[src/design/ppcv_pkg.sv]
`default_nettype none

package ppcv_pkg;

    // Field and register widths
    localparam int SAMPLE_W   = 18;
    localparam int TARGET_W   = 18;
    localparam int GAIN_W     = 24;
    localparam int ALPHA_W    = 17;
    localparam int LEVEL_W    = 10;
    localparam int VENT_W     = 13;
    localparam int MODE_W     = 3;
    localparam int WRAP_W     = 16;
    localparam int CFG_IDX_W  = 2;
    localparam int CFG_DATA_W = 24;

    // Internal datapath widths
    localparam int FILT_W  = 26;
    localparam int ACC_W   = 44;
    localparam int MUL_A_W = 32;
    localparam int MUL_B_W = 26;
    localparam int PROD_W  = MUL_A_W + MUL_B_W;
    localparam int DRIVE_W = 16;

    // Register indexes on the configuration port
    localparam logic [CFG_IDX_W-1:0] CFG_TARGET = 2'd0;
    localparam logic [CFG_IDX_W-1:0] CFG_GAIN   = 2'd1;
    localparam logic [CFG_IDX_W-1:0] CFG_ALPHA  = 2'd2;

    // Constants of the control law
    localparam logic [SAMPLE_W-1:0] OVERPRESSURE_PA = 18'd90000;
    localparam logic [TARGET_W-1:0] MIN_TARGET_PA   = 18'd100;
    localparam logic [VENT_W-1:0]   VENT_MAX_US     = 13'd7000;
    localparam logic [VENT_W-1:0]   VENT_MIN_US     = 13'd50;
    localparam logic [DRIVE_W-1:0]  DRIVE_ONE       = 16'd32768;
    localparam logic [ALPHA_W-1:0]  ALPHA_ONE       = 17'd65536;
    localparam logic [ALPHA_W-1:0]  ALPHA_RESET     = 17'd32768;
    localparam logic [ACC_W-1:0]    ROUND_HALF      = 44'd32768;

    typedef enum logic [MODE_W-1:0] {
        MODE_OVER = 3'd0,
        MODE_IDLE = 3'd1,
        MODE_PUMP = 3'd2,
        MODE_HOLD = 3'd3,
        MODE_VENT = 3'd4
    } mode_t;

    typedef enum logic [3:0] {
        ST_IDLE,
        ST_CHECK,
        ST_MUL_A,
        ST_MUL_B,
        ST_EMA,
        ST_ERR,
        ST_MUL_G,
        ST_DRIVE,
        ST_MUL_L,
        ST_MUL_V,
        ST_DONE
    } state_t;

    typedef enum logic [2:0] {
        MUL_NONE,
        MUL_ALPHA_NEW,
        MUL_ALPHA_OLD,
        MUL_GAIN,
        MUL_LEVEL,
        MUL_VENT
    } mul_sel_t;

    typedef struct packed {
        logic     load_sample;
        logic     prime;
        mul_sel_t mul_sel;
        logic     acc_load;
        logic     filt_load;
        logic     err_load;
        logic     mag_load;
        logic     result_load;
        mode_t    mode;
    } cmd_t;

    typedef struct packed {
        logic over;
        logic mag_zero;
        logic negative;
        logic vent_short;
    } sts_t;

endpackage

`default_nettype wire

[src/design/ppcv_ctrl.sv]
`default_nettype none

// Sequencer: walks one sample through the shared multiplier and hands the
// finished word to the output register.
module ppcv_ctrl (
    input  wire logic          aclk,
    input  wire logic          aresetn,
    input  wire logic          s_tvalid,
    output logic               s_tready,
    output logic               m_tvalid,
    input  wire logic          m_tready,
    input  wire ppcv_pkg::sts_t sts,
    output ppcv_pkg::cmd_t     cmd
);

    ppcv_pkg::state_t state_reg, state_next;
    logic out_valid_reg, out_valid_next;
    logic can_emit;

    assign can_emit = !out_valid_reg || m_tready;

    always_ff @(posedge aclk) begin
        if (!aresetn) begin
            state_reg     <= ppcv_pkg::ST_IDLE;
            out_valid_reg <= 1'b0;
        end else begin
            state_reg     <= state_next;
            out_valid_reg <= out_valid_next;
        end
    end

    always_comb begin
        state_next = state_reg;
        unique case (state_reg)
            ppcv_pkg::ST_IDLE:  if (s_tvalid) state_next = ppcv_pkg::ST_CHECK;
            ppcv_pkg::ST_CHECK: begin
                state_next = sts.over ? ppcv_pkg::ST_DONE : ppcv_pkg::ST_MUL_A;
            end
            ppcv_pkg::ST_MUL_A: state_next = ppcv_pkg::ST_MUL_B;
            ppcv_pkg::ST_MUL_B: state_next = ppcv_pkg::ST_EMA;
            ppcv_pkg::ST_EMA:   state_next = ppcv_pkg::ST_ERR;
            ppcv_pkg::ST_ERR:   state_next = ppcv_pkg::ST_MUL_G;
            ppcv_pkg::ST_MUL_G: state_next = ppcv_pkg::ST_DRIVE;
            ppcv_pkg::ST_DRIVE: state_next = ppcv_pkg::ST_MUL_L;
            ppcv_pkg::ST_MUL_L: begin
                if (sts.mag_zero || !sts.negative) begin
                    state_next = ppcv_pkg::ST_DONE;
                end else begin
                    state_next = ppcv_pkg::ST_MUL_V;
                end
            end
            ppcv_pkg::ST_MUL_V: state_next = ppcv_pkg::ST_DONE;
            ppcv_pkg::ST_DONE:  if (can_emit) state_next = ppcv_pkg::ST_IDLE;
            default:            state_next = ppcv_pkg::ST_IDLE;
        endcase
    end

    always_comb begin
        cmd            = '0;
        cmd.mul_sel    = ppcv_pkg::MUL_NONE;
        cmd.mode       = ppcv_pkg::MODE_IDLE;
        s_tready       = 1'b0;
        out_valid_next = out_valid_reg && !m_tready;
        unique case (state_reg)
            ppcv_pkg::ST_IDLE: begin
                s_tready        = 1'b1;
                cmd.load_sample = s_tvalid;
            end
            ppcv_pkg::ST_CHECK: cmd.prime = !sts.over;
            ppcv_pkg::ST_MUL_A: cmd.mul_sel = ppcv_pkg::MUL_ALPHA_NEW;
            ppcv_pkg::ST_MUL_B: begin
                cmd.mul_sel  = ppcv_pkg::MUL_ALPHA_OLD;
                cmd.acc_load = 1'b1;
            end
            ppcv_pkg::ST_EMA:   cmd.filt_load = 1'b1;
            ppcv_pkg::ST_ERR:   cmd.err_load = 1'b1;
            ppcv_pkg::ST_MUL_G: cmd.mul_sel = ppcv_pkg::MUL_GAIN;
            ppcv_pkg::ST_DRIVE: cmd.mag_load = 1'b1;
            ppcv_pkg::ST_MUL_L: cmd.mul_sel = ppcv_pkg::MUL_LEVEL;
            ppcv_pkg::ST_MUL_V: cmd.mul_sel = ppcv_pkg::MUL_VENT;
            ppcv_pkg::ST_DONE: begin
                if (sts.over) begin
                    cmd.mode = ppcv_pkg::MODE_OVER;
                end else if (sts.mag_zero) begin
                    cmd.mode = ppcv_pkg::MODE_IDLE;
                end else if (!sts.negative) begin
                    cmd.mode = ppcv_pkg::MODE_PUMP;
                end else if (sts.vent_short) begin
                    cmd.mode = ppcv_pkg::MODE_HOLD;
                end else begin
                    cmd.mode = ppcv_pkg::MODE_VENT;
                end
                if (can_emit) begin
                    cmd.result_load = 1'b1;
                    out_valid_next  = 1'b1;
                end
            end
            default: ;
        endcase
    end

    assign m_tvalid = out_valid_reg;

endmodule

`default_nettype wire

[src/design/ppcv_datapath.sv]
`default_nettype none

// Configuration registers, filter state, one shared multiplier with its
// product register, and the output word register.
module ppcv_datapath #(
    parameter int unsigned PWM_WRAP = 1000
) (
    input  wire logic                                aclk,
    input  wire logic                                aresetn,
    input  wire logic                                cfg_wr_en,
    input  wire logic [ppcv_pkg::CFG_IDX_W-1:0]      cfg_wr_index,
    input  wire logic [ppcv_pkg::CFG_DATA_W-1:0]     cfg_wr_data,
    input  wire logic [ppcv_pkg::SAMPLE_W-1:0]       sample_in,
    input  wire ppcv_pkg::cmd_t                      cmd,
    output ppcv_pkg::sts_t                           sts,
    output logic [ppcv_pkg::LEVEL_W-1:0]             pump_level,
    output logic [ppcv_pkg::LEVEL_W-1:0]             valve_level,
    output logic [ppcv_pkg::VENT_W-1:0]              vent_time_us,
    output logic [ppcv_pkg::MODE_W-1:0]              mode_taken
);

    localparam logic [ppcv_pkg::WRAP_W-1:0] WRAP = ppcv_pkg::WRAP_W'(PWM_WRAP);
    localparam int LVL_RAW_W = ppcv_pkg::PROD_W - 15;

    logic [ppcv_pkg::TARGET_W-1:0] target_reg;
    logic [ppcv_pkg::GAIN_W-1:0]   gain_reg;
    logic [ppcv_pkg::ALPHA_W-1:0]  alpha_reg;

    logic [ppcv_pkg::SAMPLE_W-1:0] sample_reg;
    logic [ppcv_pkg::FILT_W-1:0]   filt_reg;
    logic                          primed_reg;
    logic [ppcv_pkg::ACC_W-1:0]    acc_reg;
    logic [ppcv_pkg::PROD_W-1:0]   p_reg, p_next;
    logic [ppcv_pkg::FILT_W-1:0]   err_reg;
    logic                          neg_reg;
    logic [ppcv_pkg::DRIVE_W-1:0]  mag_reg, mag_next;

    logic [ppcv_pkg::LEVEL_W-1:0]  pump_reg, pump_next;
    logic [ppcv_pkg::LEVEL_W-1:0]  valve_reg, valve_next;
    logic [ppcv_pkg::VENT_W-1:0]   vent_reg, vent_next;
    ppcv_pkg::mode_t               mode_reg;

    logic [ppcv_pkg::FILT_W-1:0]   fresh;
    logic [ppcv_pkg::FILT_W-1:0]   tgt_q8;
    logic [ppcv_pkg::ALPHA_W-1:0]  alpha_sat;
    logic [ppcv_pkg::ALPHA_W-1:0]  alpha_inv;
    logic [ppcv_pkg::MUL_A_W-1:0]  mul_a;
    logic [ppcv_pkg::MUL_B_W-1:0]  mul_b;
    logic [ppcv_pkg::ACC_W-1:0]    ema_sum;
    logic [ppcv_pkg::PROD_W-18:0]  drive_raw;
    logic [LVL_RAW_W-1:0]          lvl_raw;
    logic [ppcv_pkg::VENT_W-1:0]   vent_raw;

    assign fresh     = {sample_reg, 8'd0};
    assign tgt_q8    = {target_reg, 8'd0};
    assign alpha_sat = (alpha_reg > ppcv_pkg::ALPHA_ONE) ? ppcv_pkg::ALPHA_ONE : alpha_reg;
    assign alpha_inv = ppcv_pkg::ALPHA_ONE - alpha_sat;
    assign ema_sum   = acc_reg + p_reg[ppcv_pkg::ACC_W-1:0];
    assign drive_raw = p_reg[ppcv_pkg::PROD_W-1:17];
    assign lvl_raw   = p_reg[ppcv_pkg::PROD_W-1:15];
    assign vent_raw  = p_reg[30 +: ppcv_pkg::VENT_W];

    // Operand selection for the shared multiplier
    always_comb begin
        mul_a = '0;
        mul_b = '0;
        case (cmd.mul_sel)
            ppcv_pkg::MUL_ALPHA_NEW: begin
                mul_a = ppcv_pkg::MUL_A_W'(alpha_sat);
                mul_b = fresh;
            end
            ppcv_pkg::MUL_ALPHA_OLD: begin
                mul_a = ppcv_pkg::MUL_A_W'(alpha_inv);
                mul_b = filt_reg;
            end
            ppcv_pkg::MUL_GAIN: begin
                mul_a = ppcv_pkg::MUL_A_W'(gain_reg);
                mul_b = err_reg;
            end
            ppcv_pkg::MUL_LEVEL: begin
                mul_a = ppcv_pkg::MUL_A_W'(mag_reg);
                mul_b = neg_reg ? ppcv_pkg::MUL_B_W'(mag_reg) : ppcv_pkg::MUL_B_W'(WRAP);
            end
            ppcv_pkg::MUL_VENT: begin
                mul_a = {1'b0, p_reg[30:0]};
                mul_b = ppcv_pkg::MUL_B_W'(ppcv_pkg::VENT_MAX_US);
            end
            default: ;
        endcase
    end

    assign p_next = (cmd.mul_sel == ppcv_pkg::MUL_NONE) ? p_reg
                  : ppcv_pkg::PROD_W'(mul_a) * ppcv_pkg::PROD_W'(mul_b);

    always_comb begin
        if (target_reg < ppcv_pkg::MIN_TARGET_PA) begin
            mag_next = '0;
        end else if (drive_raw > (ppcv_pkg::PROD_W-17)'(ppcv_pkg::DRIVE_ONE)) begin
            mag_next = ppcv_pkg::DRIVE_ONE;
        end else begin
            mag_next = drive_raw[ppcv_pkg::DRIVE_W-1:0];
        end
    end

    // Result fields for the mode that the sequencer has chosen
    always_comb begin
        pump_next  = '0;
        valve_next = '0;
        vent_next  = '0;
        case (cmd.mode)
            ppcv_pkg::MODE_PUMP: begin
                if (lvl_raw > LVL_RAW_W'(WRAP)) begin
                    pump_next = WRAP[ppcv_pkg::LEVEL_W-1:0];
                end else begin
                    pump_next = lvl_raw[ppcv_pkg::LEVEL_W-1:0];
                end
                valve_next = WRAP[ppcv_pkg::LEVEL_W-1:0];
            end
            ppcv_pkg::MODE_HOLD: valve_next = WRAP[ppcv_pkg::LEVEL_W-1:0];
            ppcv_pkg::MODE_VENT: vent_next = vent_raw;
            default: ;
        endcase
    end

    always_ff @(posedge aclk) begin
        if (!aresetn) begin
            target_reg <= '0;
            gain_reg   <= '0;
            alpha_reg  <= ppcv_pkg::ALPHA_RESET;
            filt_reg   <= '0;
            primed_reg <= 1'b0;
        end else begin
            if (cfg_wr_en) begin
                case (cfg_wr_index)
                    ppcv_pkg::CFG_TARGET: target_reg <= cfg_wr_data[ppcv_pkg::TARGET_W-1:0];
                    ppcv_pkg::CFG_GAIN:   gain_reg   <= cfg_wr_data[ppcv_pkg::GAIN_W-1:0];
                    ppcv_pkg::CFG_ALPHA:  alpha_reg  <= cfg_wr_data[ppcv_pkg::ALPHA_W-1:0];
                    default: ;
                endcase
            end
            if (cmd.prime && !primed_reg) begin
                filt_reg   <= fresh;
                primed_reg <= 1'b1;
            end else if (cmd.filt_load) begin
                filt_reg <= ema_sum[16 +: ppcv_pkg::FILT_W];
            end
        end
    end

    always_ff @(posedge aclk) begin
        if (cmd.load_sample) sample_reg <= sample_in;
        if (cmd.acc_load)    acc_reg    <= p_reg[ppcv_pkg::ACC_W-1:0] + ppcv_pkg::ROUND_HALF;
        p_reg <= p_next;
        if (cmd.err_load) begin
            neg_reg <= tgt_q8 < filt_reg;
            err_reg <= (tgt_q8 < filt_reg) ? filt_reg - tgt_q8 : tgt_q8 - filt_reg;
        end
        if (cmd.mag_load) mag_reg <= mag_next;
        if (cmd.result_load) begin
            pump_reg  <= pump_next;
            valve_reg <= valve_next;
            vent_reg  <= vent_next;
            mode_reg  <= cmd.mode;
        end
    end

    assign sts.over       = sample_reg > ppcv_pkg::OVERPRESSURE_PA;
    assign sts.mag_zero   = mag_reg == '0;
    assign sts.negative   = neg_reg;
    assign sts.vent_short = vent_raw < ppcv_pkg::VENT_MIN_US;

    assign pump_level   = pump_reg;
    assign valve_level  = valve_reg;
    assign vent_time_us = vent_reg;
    assign mode_taken   = mode_reg;

endmodule

`default_nettype wire

[src/design/pressure_p_controller_with_vent_unit.sv]
`default_nettype none

// Channel      | Direction | Payload
// -------------+-----------+---------------------------------------------------
// s_ (sample)  | in        | tdata: pressure_sample [17:0], zero padded to 24
// m_ (result)  | out       | tdata: pump_level [9:0], valve_level [19:10],
//              |           |        vent_time_us [32:20], zero padded to 40;
//              |           | tuser: mode_taken [2:0]
// cfg          | in        | write port: 0 target, 1 gain, 2 filter alpha
//
// A sample passes through the check, the filter, the error, the gain and the
// output scaling (and the vent pulse length when needed) to a result word; an
// overpressure sample goes straight to it. The steps are set by the one shared
// multiplier, which the filter, the gain and the output scaling use in turn.
// Reset is synchronous and active low; it restores the register defaults and
// clears the filter. A result word waits in the output register while the
// next sample is taken; the sequencer only stalls at its last step if that
// register is still full.
module pressure_p_controller_with_vent_unit #(
    parameter int unsigned PWM_WRAP = 1000
) (
    input  wire logic                            aclk,
    input  wire logic                            aresetn,
    // Configuration write port
    input  wire logic                            cfg_wr_en,
    input  wire logic [ppcv_pkg::CFG_IDX_W-1:0]  cfg_wr_index,
    input  wire logic [ppcv_pkg::CFG_DATA_W-1:0] cfg_wr_data,
    // Sample stream
    input  wire logic                            s_tvalid,
    output logic                                 s_tready,
    input  wire logic [23:0]                     s_tdata,   // pressure_sample
    // Result stream
    output logic                                 m_tvalid,
    input  wire logic                            m_tready,
    output logic [39:0]                          m_tdata,   // pump, valve, vent time
    output logic [2:0]                           m_tuser    // mode_taken
);

    ppcv_pkg::cmd_t cmd;
    ppcv_pkg::sts_t sts;

    logic [ppcv_pkg::LEVEL_W-1:0] pump_level;
    logic [ppcv_pkg::LEVEL_W-1:0] valve_level;
    logic [ppcv_pkg::VENT_W-1:0]  vent_time_us;
    logic [ppcv_pkg::MODE_W-1:0]  mode_taken;

    // The sequencer owns the handshakes and the output valid flag.
    ppcv_ctrl u_ctrl (
        .aclk     (aclk),
        .aresetn  (aresetn),
        .s_tvalid (s_tvalid),
        .s_tready (s_tready),
        .m_tvalid (m_tvalid),
        .m_tready (m_tready),
        .sts      (sts),
        .cmd      (cmd)
    );

    // The datapath holds the settings, the filter state and the result word.
    ppcv_datapath #(
        .PWM_WRAP (PWM_WRAP)
    ) u_datapath (
        .aclk         (aclk),
        .aresetn      (aresetn),
        .cfg_wr_en    (cfg_wr_en),
        .cfg_wr_index (cfg_wr_index),
        .cfg_wr_data  (cfg_wr_data),
        .sample_in    (s_tdata[ppcv_pkg::SAMPLE_W-1:0]),
        .cmd          (cmd),
        .sts          (sts),
        .pump_level   (pump_level),
        .valve_level  (valve_level),
        .vent_time_us (vent_time_us),
        .mode_taken   (mode_taken)
    );

    assign m_tdata = {7'd0, vent_time_us, valve_level, pump_level};
    assign m_tuser = mode_taken;

    // Once a sample is taken the block is busy on the following cycle.
    a_busy_after_accept: assert property (@(posedge aclk) disable iff (!aresetn)
        s_tvalid && s_tready |=> !s_tready)
        else $error("sample taken while the previous one was still in work");

    // Loading a result word always raises the output valid flag.
    a_result_shown: assert property (@(posedge aclk) disable iff (!aresetn)
        cmd.result_load |=> m_tvalid)
        else $error("result word loaded but not presented");

    // A vent pulse shorter than the minimum must have been turned into a hold.
    a_vent_min: assert property (@(posedge aclk) disable iff (!aresetn)
        m_tvalid && (m_tuser == ppcv_pkg::MODE_VENT) |->
            m_tdata[32:20] >= ppcv_pkg::VENT_MIN_US)
        else $error("vent pulse below minimum length");

endmodule

`default_nettype wire
[config.mk]
export PLATFORM = sky130hd
export DESIGN_NAME = pressure_p_controller_with_vent_unit
export DESIGN_NICKNAME = d
export VERILOG_FILES = /design/src/design/ppcv_pkg.sv /design/src/design/ppcv_ctrl.sv /design/src/design/ppcv_datapath.sv /design/src/design/pressure_p_controller_with_vent_unit.sv
export SDC_FILE = /design/constraint.sdc
export NUM_CORES = 2
export LEC_CHECK = 0
export BUFFER_PORTS_ARGS = -buffer_cell sky130_fd_sc_hd__buf_2
export CAP_MARGIN = 30
export CORE_AREA = 4 4 291 293
export CTS_CLUSTER_DIAMETER = 80
export DETAILED_ROUTE_END_ITERATION = 12
export DIE_AREA = 0 0 295 297
export PLACE_DENSITY = 0.66
export SLEW_MARGIN = 5
export SYNTH_ARGS = -nofsm -noshare
export SYNTH_HDL_FRONTEND = slang
export SYNTH_HIERARCHICAL = 1
export SYNTH_SLANG_ARGS = --single-unit
[constraint.sdc]
create_clock -name aclk -period 12.6 [get_ports aclk]
set_clock_uncertainty 0.2 [all_clocks]
set_input_delay 0.63 -clock aclk [delete_from_list [all_inputs] [get_ports aclk]]
set_output_delay 0.63 -clock aclk [all_outputs]
set_load 0.02 [all_outputs]
==> impl_metrics.toml <==
[placement]
hpwl_um = 98900
port_buffers = 82
routabilityCongestion = 0.985

[timing]
finalCritPeriodShare_pct = 92.8
relSlewSlack_pct = 31.9
fmax_mhz = 85.5
final_hold_viol_count = 0
fin_crit_ns = 11.69
tns_ns = 0
grt_setup_unrepaired = "no"
setup_viol = 0
worst_pin_slew_ns = 1.02
hold_ws_ns = 0.0249
slew_violations = 0

[global_route]
grt_max_degree = 65
grt_pass1_wl_um = 192000
grt-ovfl-total = 0
antenna_found_initial = 0
grt_pass1_vias = 32500
grtUsageTotal_pct = 28.7

[cells_and_area]
fillCellCount = 7592
multiInputGateArea_um2 = 29800
largest_register_ffs = 58
final_nets = 5666
area_growth_pct = 8.21
drive_gt1_share_pct = 6.67
ff_latch_area_um2 = 7470

[logic_synthesis]
synthCells = 4500
synth_area_leaders = "fa_1, edfxtp_1, ha_1"
syn_area_um2 = 40600
synth_area_leader_cell = "fa_1"
avgSynthCellArea_um2 = 9.03
yosysMostFrequentCell = "inv_1"
synth_edf_count = 188
ys_seq_area_share_pct = 18.4
synthTopCellsByCount = "inv_1, fa_1, nand2_1"
ys_ff_latch = 279
async_flop_share_pct = 0
yosys_warnings = 6
ys.flop_type = "edfxtp_1"
yosys.area.top_type_share_pct = 34.3
synthDistinctLibCells = 89

[floorplan]
dieArea_um2 = 87600
die_x_um = 295
die_y_um = 297
core-area_um2 = 81800
fp-row-count = 105
initial_core_util_pct = 49.6
io-pin-count = 100

[worst_setup_path]
crit_slowest_cell = "a21oi_4"
endpoint_kind = "flip-flop"
start_kind = "flip-flop"
crit_type = "flip-flop to flip-flop"
reg2reg_slack_ns = 0.91
startpoint = "u_ctrl/state_reg[1]"
slowest_delay_ns = 0.73
cp.required_ns = 12.72
cp_common_cell = "fa_1"
crit_path_max_fanout = 22
reg2reg_from = "u_ctrl/state_reg[1]"
arrival_ns = 11.81
r2r-end = "u_datapath/p_reg[52]"
ff2ff_path_depth = 34

[worst_hold_path]
holdPathEnd = "u_datapath/sample_reg[2]"
holdPathStages = 1
hp-class = "input port to flip-flop"
hold_start = "s_tdata[2]"

[route]
dr.pass1.iters = 6
vias_per_cell = 5.59
route.detailed.drc = 0
wirelength_um = 124000
ant_nets = 0
via_count = 32000
dr.first_iter.drc_count = 2638
routedWlPerCell_um = 21.7

[clocking]
cts_tree = "built"
cts.clk_slew.worst_paths_ns = 0.06
cts_root_buf = "clkbuf_16"
cts_made_buffers = 30
clock_latency_ns = 0.59
clock-sinks = 279
cts-htree-levels = 1
clock_tree.buffer_depth = 3

[pwr]
total_power_mw = 6.87
p_per_area_nw_per_um2 = 156
p_leak_nw = 20.7
ir_drop_v = 0.000146

[outcome]
outcome = "finished clean"

[job]
drv_cap = 0
## where the power goes
part / internal, mW / switching [mW]
registers: 1.28 / 0.205
clock network: 0.480 / 0.392
logic: 1.65 / 2.87
total: 3.41 / 3.46
## worst max-delay path: cells and delay by family (launching register included)
kind,cells,cell delay (ns)
and+or+nand+nor,7,2.16
DFF,1,0.67
buffers and inverters,7,0.71
AOI/OAI and AO/OA,12,3.65
adders and majority gates,8,3.99
## routing by layer
layer  vias up  GRT usage [%]  wire length (um)
met4         0           12.0              6740
met5         -              0                 0
met2      1432           44.8             56100
li1      14300              -                 -
met3       310           5.94             11400
met1     15900           39.1             50100
## per-stage QoR
stage	instances	setup WS [ns]	cell area (um2)	util (%)
floorplan	4642	3.14	41200	-
global placement	5664	1.25	42900	52.4
detailed placement	5669	1.15	43000	52.5
CTS	5728	1.07	43900	53.7
global route	5730	0.388	44000	53.7
finish	5731	0.908	44000	53.7
## worst max path at each step
stage                                      end  slack [ns]
final                     u_datapath/p_reg[52]        0.91
after detailed placement  u_datapath/p_reg[52]        1.15
after floorplan           u_datapath/p_reg[52]        3.14
after global placement    u_datapath/p_reg[52]        1.25
after global routing      u_datapath/p_reg[52]        0.39
after CTS                 u_datapath/p_reg[52]        1.07
## cell type report
type / instances / share of cell area [%]
Multi-Input combinational cell: 3297 / 67.8
Sequential cell: 279 / 17.0
Inverter: 838 / 7.16
Tap cell: 1070 / 3.05
Timing Repair Buffer: 190 / 2.88
Clock buffer: 38 / 1.86
Clock inverter: 18 / 0.305
Antenna cell: 1 / 0.00569
## cell families after synthesis
group	share of synthesized area, %
buffers and inverters	10.1
DFF	18.4
AOI/OAI and AO/OA	9.96
adders and majority gates	42.9
other	0.0277
and+or+nand+nor	14.7
xor gates and xnor gates	2.50
muxes	1.44
## cells in the final DEF (no fill, tap or decap), types with 23 or more instances in the layout
| cell | count |
|---|---|
| ha_1 | 279 |
| edfxtp_1 | 188 |
| buf_2 | 82 |
| and2_1 | 46 |
| o21ai_0 | 109 |
| and3_1 | 25 |
| clkbuf_16 | 31 |
| buf_4 | 101 |
| fa_1 | 696 |
| inv_1 | 835 |
| o211ai_1 | 23 |
| nand2b_1 | 26 |
| a21o_1 | 63 |
| nand2_1 | 618 |
| a21oi_1 | 225 |
| conb_1 | 145 |
| xnor2_1 | 72 |
| dfxtp_1 | 91 |
| nand3_1 | 45 |
| nor3_1 | 46 |
| mux2i_1 | 45 |
| nor2_1 | 422 |
| xor2_1 | 44 |
## what timing repair did
item	4_1_cts	5_1_grt
hold endpoints to repair	3	0
buffers inserted	0	0
resized for setup	0	0
hold buffers	3	0
endpoints found under the setup margin	0	0
(Power assumes the default switching activity.)
